### src/hw/rtl/ptzt_pkg.sv
package ptzt_pkg;

  localparam int YEAR_W = 14;
  localparam int DAY_W  = 23;
  localparam int RULE_W = 42;
  localparam int OFF_W  = 18;
  localparam int INST_W = 59;

  localparam logic [1:0] KIND_M = 2'd0;
  localparam logic [1:0] KIND_J = 2'd1;

  // years are shifted by 400 so that day counts stay positive
  localparam logic [14:0] YEAR_BIAS   = 15'd399;
  localparam logic [12:0] DIV100_MUL  = 13'd5243;
  localparam int          DIV100_SHR  = 19;
  localparam logic [25:0] DIV7_MUL    = 26'd38347923;
  localparam int          DIV7_SHR    = 28;
  localparam logic [24:0] EPOCH_DAYS  = 25'd865565;
  localparam logic [8:0]  JAN1_DOY    = 9'd306;
  localparam logic [16:0] SECS_PER_DAY = 17'd86400;
  localparam logic [19:0] US_PER_SEC  = 20'd1000000;

  typedef enum logic [2:0] {
    CFG_START_RULE,
    CFG_END_RULE,
    CFG_STD_OFFSET,
    CFG_DST_OFFSET,
    CFG_HAS_DST,
    CFG_WIN_START,
    CFG_WIN_END,
    CFG_LAST_EXPLICIT
  } ptzt_cfg_idx_t;

  typedef struct packed {
    logic [DAY_W-1:0] base;
    logic             leap;
  } ptzt_year_t;

  // day of the march-based year on which the month begins
  function automatic logic [8:0] month_doy(input logic [3:0] m);
    logic [8:0] d;
    case (m)
      4'd1:    d = 9'd306;
      4'd2:    d = 9'd337;
      4'd3:    d = 9'd0;
      4'd4:    d = 9'd31;
      4'd5:    d = 9'd61;
      4'd6:    d = 9'd92;
      4'd7:    d = 9'd122;
      4'd8:    d = 9'd153;
      4'd9:    d = 9'd184;
      4'd10:   d = 9'd214;
      4'd11:   d = 9'd245;
      4'd12:   d = 9'd275;
      default: d = 9'd0;
    endcase
    return d;
  endfunction

  function automatic logic [4:0] month_len(input logic [3:0] m, input logic leap);
    logic [4:0] n;
    case (m)
      4'd2:    n = leap ? 5'd29 : 5'd28;
      4'd4:    n = 5'd30;
      4'd6:    n = 5'd30;
      4'd9:    n = 5'd30;
      4'd11:   n = 5'd30;
      default: n = 5'd31;
    endcase
    return n;
  endfunction

endpackage

### src/hw/rtl/ptzt_rule_pipe.sv
module ptzt_rule_pipe (
  input  logic                                 clk,
  input  logic                                 en,
  input  logic [ptzt_pkg::RULE_W-1:0]          rule,
  input  logic signed [ptzt_pkg::OFF_W-1:0]    offset,
  input  ptzt_pkg::ptzt_year_t                 yr,
  output logic signed [63:0]                   inst
);

  logic [1:0]  kind;
  logic [3:0]  mon_raw, mon;
  logic [2:0]  wk_raw, wk, wday;
  logic [8:0]  yday;
  logic signed [20:0] secs;
  logic        is_m;

  assign kind    = rule[1:0];
  assign mon_raw = rule[5:2];
  assign wk_raw  = rule[8:6];
  assign yday    = rule[20:12];
  assign secs    = $signed(rule[41:21]);
  assign is_m    = (kind == ptzt_pkg::KIND_M);
  assign mon     = (mon_raw == 4'd0) ? 4'd1 : ((mon_raw > 4'd12) ? 4'd12 : mon_raw);
  assign wk      = (wk_raw == 3'd0) ? 3'd1 : ((wk_raw > 3'd5) ? 3'd5 : wk_raw);
  assign wday    = (rule[11:9] == 3'd7) ? 3'd0 : rule[11:9];

  // stage 1: first of month and j/n day, as shifted day counts
  logic [ptzt_pkg::DAY_W-1:0] base_sel, first_nxt, jan1, jn_nxt;
  logic [ptzt_pkg::DAY_W-1:0] first1_r, jn1_r;
  logic                       leap1_r;

  assign base_sel  = (mon <= 4'd2) ? yr.base
                                   : yr.base + 23'd365 + ptzt_pkg::DAY_W'(yr.leap);
  assign first_nxt = base_sel + ptzt_pkg::DAY_W'(ptzt_pkg::month_doy(mon));
  assign jan1      = yr.base + ptzt_pkg::DAY_W'(ptzt_pkg::JAN1_DOY);
  assign jn_nxt    = (kind == ptzt_pkg::KIND_J)
                     ? jan1 + ptzt_pkg::DAY_W'(yday)
                       + ptzt_pkg::DAY_W'(yr.leap && (yday >= 9'd60)) - 23'd1
                     : jan1 + ptzt_pkg::DAY_W'(yday);

  always_ff @(posedge clk) begin
    if (en) begin
      first1_r <= first_nxt;
      jn1_r    <= jn_nxt;
      leap1_r  <= yr.leap;
    end
  end

  // stage 2: quotient by 7 for the weekday
  logic [23:0] d3;
  logic [49:0] prod7;
  logic [21:0] q7_r;
  logic [ptzt_pkg::DAY_W-1:0] first2_r, jn2_r;
  logic                       leap2_r;

  assign d3    = 24'(first1_r) + 24'd3;
  assign prod7 = 50'(d3) * 50'(ptzt_pkg::DIV7_MUL);

  always_ff @(posedge clk) begin
    if (en) begin
      q7_r     <= prod7[ptzt_pkg::DIV7_SHR +: 22];
      first2_r <= first1_r;
      jn2_r    <= jn1_r;
      leap2_r  <= leap1_r;
    end
  end

  // stage 3: day of month for m rules
  logic [23:0] fw_full;
  logic [2:0]  fw, t7;
  logic [3:0]  t;
  logic [5:0]  md, md_nxt, md3_r;
  logic [4:0]  mlen;
  logic [ptzt_pkg::DAY_W-1:0] first3_r, jn3_r;

  assign fw_full = 24'(first2_r) + 24'd3 - 24'(q7_r) * 24'd7;
  assign fw      = fw_full[2:0];
  assign t       = {1'b0, wday} + 4'd7 - {1'b0, fw};
  assign t7      = (t >= 4'd7) ? 3'(t - 4'd7) : t[2:0];
  assign md      = 6'd1 + 6'(t7) + 6'(3'(wk - 3'd1)) * 6'd7;
  assign mlen    = ptzt_pkg::month_len(mon, leap2_r);
  assign md_nxt  = (md > 6'(mlen)) ? md - 6'd7 : md;

  always_ff @(posedge clk) begin
    if (en) begin
      md3_r    <= md_nxt;
      first3_r <= first2_r;
      jn3_r    <= jn2_r;
    end
  end

  // stage 4: day number since 1970
  logic [ptzt_pkg::DAY_W-1:0] day_d;
  logic signed [24:0]         day_nxt, day4_r;

  assign day_d   = is_m ? first3_r + ptzt_pkg::DAY_W'(md3_r) - 23'd1 : jn3_r;
  assign day_nxt = $signed({2'b00, day_d}) - $signed(ptzt_pkg::EPOCH_DAYS);

  always_ff @(posedge clk) begin
    if (en) begin
      day4_r <= day_nxt;
    end
  end

  // stage 5: day to seconds
  logic signed [42:0] pd_nxt, pd5_r;

  assign pd_nxt = 43'(day4_r) * $signed(43'(ptzt_pkg::SECS_PER_DAY));

  always_ff @(posedge clk) begin
    if (en) begin
      pd5_r <= pd_nxt;
    end
  end

  // stage 6: add rule time, remove offset in force
  logic signed [43:0] loc_nxt, loc6_r;

  assign loc_nxt = 44'(pd5_r) + 44'(secs) - 44'(offset);

  always_ff @(posedge clk) begin
    if (en) begin
      loc6_r <= loc_nxt;
    end
  end

  // stage 7: seconds to microseconds
  logic signed [63:0] inst_nxt, inst7_r;

  assign inst_nxt = 64'(loc6_r) * $signed(64'(ptzt_pkg::US_PER_SEC));

  always_ff @(posedge clk) begin
    if (en) begin
      inst7_r <= inst_nxt;
    end
  end

  assign inst = inst7_r;

endmodule

### config.mk
export PLATFORM = sky130hd
export DESIGN_NAME = ptzt_rule_pipe
export DESIGN_NICKNAME = d
export VERILOG_FILES = /design/src/hw/rtl/ptzt_pkg.sv /design/src/hw/rtl/ptzt_rule_pipe.sv
export SDC_FILE = /design/constraint.sdc
export NUM_CORES = 2
export LEC_CHECK = 0
export ABC_AREA = 1
export BUFFER_PORTS_ARGS = -buffer_cell sky130_fd_sc_hd__buf_2
export CAP_MARGIN = 20
export CORE_MARGIN = 3
export CORE_UTILIZATION = 35
export CTS_BUF_LIST = sky130_fd_sc_hd__clkbuf_16
export CTS_CLUSTER_DIAMETER = 40
export DETAILED_ROUTE_END_ITERATION = 12
export PLACE_DENSITY = 0.5
export SLEW_MARGIN = 25
export SYNTH_ARGS = -nofsm -noshare
export SYNTH_HDL_FRONTEND = slang
export SYNTH_SLANG_ARGS = --single-unit
### constraint.sdc
create_clock -name clk -period 21.8 [get_ports clk]
set_input_delay 3.27 -clock clk [delete_from_list [all_inputs] [get_ports clk]]
set_output_delay 3.27 -clock clk [all_outputs]
set_load 0.01 [all_outputs]
==> results.md <==
* Initial antenna violation count at 2
* Worst setup skew after layout at ~0.022 ns
* Post-CTS Hold Fix Bufs at 0
* Top_reg_cell synth: sky130_fd_sc_hd__edfxtp_1
* 1st-pass router iterations at 4
* Outcome: finished clean
* Core Box Area at about 110,000 sq um
* Max Transition Viols Final at 0
* Maximum operating frequency at about 130 MHz
* Total clock buffers created by CTS at 66
* WL per Instance at around 14 um
* Residual antenna-violating net count after detailed routing at 0
* Number of nets in the finished design at about 5,800
* Clk slew on worst S/H paths at roughly 0.05 ns
* Synth Area in Adders at 40.9%
* Netlist Area Pre-Place at ~40,000 sq um
* Number of distinct library cell variants in the gate-level netlist after synthesis at between 50 and 60
* Transition time at the pin with the least slew margin at approximately 0.94 ns
* X dimension of the die at between 300 and 400 um
* Detailed-route DRC error count at 0
* Layout area overhead at 11.9%
* Overall Global Routing Usage at 15.6%
* Share of flip-flops with an asynchronous set or reset after synthesis at 0%
* Largest net degree at the start of global routing at between 90 and 100
* Critical Path End Type: register
* Highest net fanout along the worst path at 5
* Fraction of synthesized cell area in xor and xnor cells at about 5.4%
* Sum of overflow across all layers after global routing at 0
* Maximum count of clock buffers along a single path at 3
* Simple-gate share of the synthesized area at approximately 13%
* Global-route wire length before repair at about 150,000 um
* Sinks on the clock net at 310
* I/O pin count at 150
* Slowest stage cell, crit path: sky130_fd_sc_hd__fa_1
* Total via count after detailed routing at 27,800
* Final critical path time including I/O delays and setup at ~7.5 ns
* Count of final setup violators at 0
* TNS Setup at 0 ns
* Cell count after synthesis at approximately 4,400
* Clock latency at the later pin of the worst-skew pair at 0.60 ns
* Required time reported for the critical path endpoint at about 22 ns
* Largest family of logic cells by synthesized area: adder cells
* Dpl hpwl at around 78,000 um
* Root Buffer Master: sky130_fd_sc_hd__clkbuf_16
* Fraction of the yosys area taken by sequential cells at between 20% and 30%
* Critical path type: register to register
* Flops & latches, synth at a little over 300
* Mean post-synth cell area at slightly above 9 sq um
* CTS tree: built
* Type of element launching the critical path: register
* Number of rows in the core area at 123
* Share of the clock period used by the worst path after layout at roughly a third
* GPL Wtd Cong at approximately 0.88
* RSZ-0062 raised after global routing: no
* Resized cells post-CTS at 0
* Proportion of synthesized area in mux cells at 0.0250%
* Number of global-route vias before repair at between 20,000 and 30,000
* Violation count after the first detailed-routing iteration at between 900 and 1,000
* Fraction of layout cells with a size suffix above 1 at a little over 8%
* CP peak stage delay at 0.56 ns
* Number of diodes added for antenna fixing at 0
* Postcts setup bufs at 0
* Normalized max-slew margin at between 30% and 40%
* Clock H-tree levels at 3
* Most common library cell in the layout ignoring fill and taps: sky130_fd_sc_hd__inv_1
* Count of endpoints failing hold in the final timing report at 0
* Commonest cells after routing, fill and taps aside: sky130_fd_sc_hd__inv_1 (1,159), sky130_fd_sc_hd__ha_1 (646), sky130_fd_sc_hd__nand2_1 (618)
* Area fraction in compound gates after synthesis at between 6 and 7%
* Die height at approximately 340 um
* Warnings, synthesis at 0
* Worst hold-check path type: register to register
* Initial standard-cell utilization of the core at a little over a third
* Total die area at 118,000 sq um
* Vias per Instance at about 4.5
* Signal arrival time at the worst endpoint at slightly below 8 ns
* Max-capacitance violation count at 0
* Count of buffers from port buffering at ~140
* Number of synthesized flops with an enable pin at 310
* Post-Route WL at 89,300 um
* Library cell appearing most often on the critical path: sky130_fd_sc_hd__fa_1
-- worst paths after layout --
| path | depth (start not counted) | start | slack, ns | endpoint |
|---|---|---|---|---|
| worst max-delay path | 33 | first1_r[0] | 14.26 | q7_r[2] |
| worst min-delay path | 0 | jn2_r[22] | 0.41 | jn3_r[22] |
| worst max register to register | 33 | first1_r[0] | 14.26 | q7_r[2] |
| worst min register to register | 0 | jn2_r[22] | 0.41 | jn3_r[22] |
-- area by class of cell --
type | count | area, sq um
clock inverter | 50 | 443
timing repair buffer | 149 | 774
sequential | 310 | 9310
multi-input combinational | 2917 | 26200
fill | 11500 | 68200
clock buffer | 69 | 1730
tap | 1500 | 1880
inverter | 1173 | 4400
-- logic make-up (layout without fill, tap and decap cells) --
group | count (synthesis) | after routing
xor gates and xnor gates | 238 | 238
other | 1 | 6
muxes | 1 | 1
DFF | 310 | 310
AOI/OAI and AO/OA | 456 | 456
adders and majority gates | 1060 | 1060
buffers and inverters | 1185 | 1441
and+or+nand+nor | 1156 | 1156
-- registers in the layout, summed over array words and instances (netlist names) --
register and cells:
jn1_r 23, first3_r 23, inst 58, loc6_r 44, day4_r 24, q7_r 3, jn2_r 23, first2_r 23
jn3_r 23, pd5_r 35, leap2_r 1, md3_r 6, leap1_r 1, first1_r 23
-- layer usage --
metal	global-route usage [%]	up-vias	part of all wire, %	wire (um)
met1	19.8	12900	45	40300
met3	2.08	138	3.3	2910
met4	4.40	0	2.7	2410
li1	-	14400	-	-
met5	0	-	0	0
met2	27.6	388	49	43700
-- worst max-delay path: cells and delay by family, from the launching register on --
kind | cells | cell delay [ns]
buffers and inverters | 5 | 0.30
adder cells (fa/ha/maj) | 9 | 3.85
flip-flops | 1 | 0.33
XOR/XNOR | 2 | 0.23
AND/OR/NAND/NOR | 10 | 1.55
AO/OA/AOI/OAI | 7 | 0.98
-- cell usage after synthesis, drive strengths merged (15+ instances only) --
| library cell | instances | area share (%) |
|---|---|---|
| a31oi | 21 | 0.33 |
| nand4 | 39 | 0.61 |
| nor3 | 44 | 0.70 |
| a21o | 18 | 0.34 |
| fa | 414 | 21 |
| o21bai | 15 | 0.28 |
| o21ai | 130 | 1.7 |
| edfxtp | 310 | 23 |
| xor2 | 166 | 3.8 |
| ha | 646 | 20 |
| xnor2 | 72 | 1.6 |
| nand3 | 138 | 1.8 |
| nand2 | 645 | 6.3 |
| nor2 | 246 | 2.6 |
| a21oi | 218 | 2.8 |
| inv | 1171 | 11 |
| or2 | 24 | 0.38 |
-- through the flow --
stage | cell area, sq um | hold slack, ns | worst slack [ns] | util (%) | cells
final | 44800 | 0.411 | 14.26 | 39.6 | 6168
after global routing | 44800 | 0.420 | 13.72 | 39.6 | 6168
after CTS | 44700 | 0.410 | 14.26 | 39.6 | 6168
after detailed placement | 42600 | 0.405 | 14.38 | 37.7 | 6049
after global placement | 42600 | 0.403 | 14.42 | 37.7 | 6049
after floorplan | 40000 | 0.400 | 14.87 | - | 4412
Power is not shown: default switching activity piles up to over one toggle a cycle in this logic, so the estimate is an artifact.
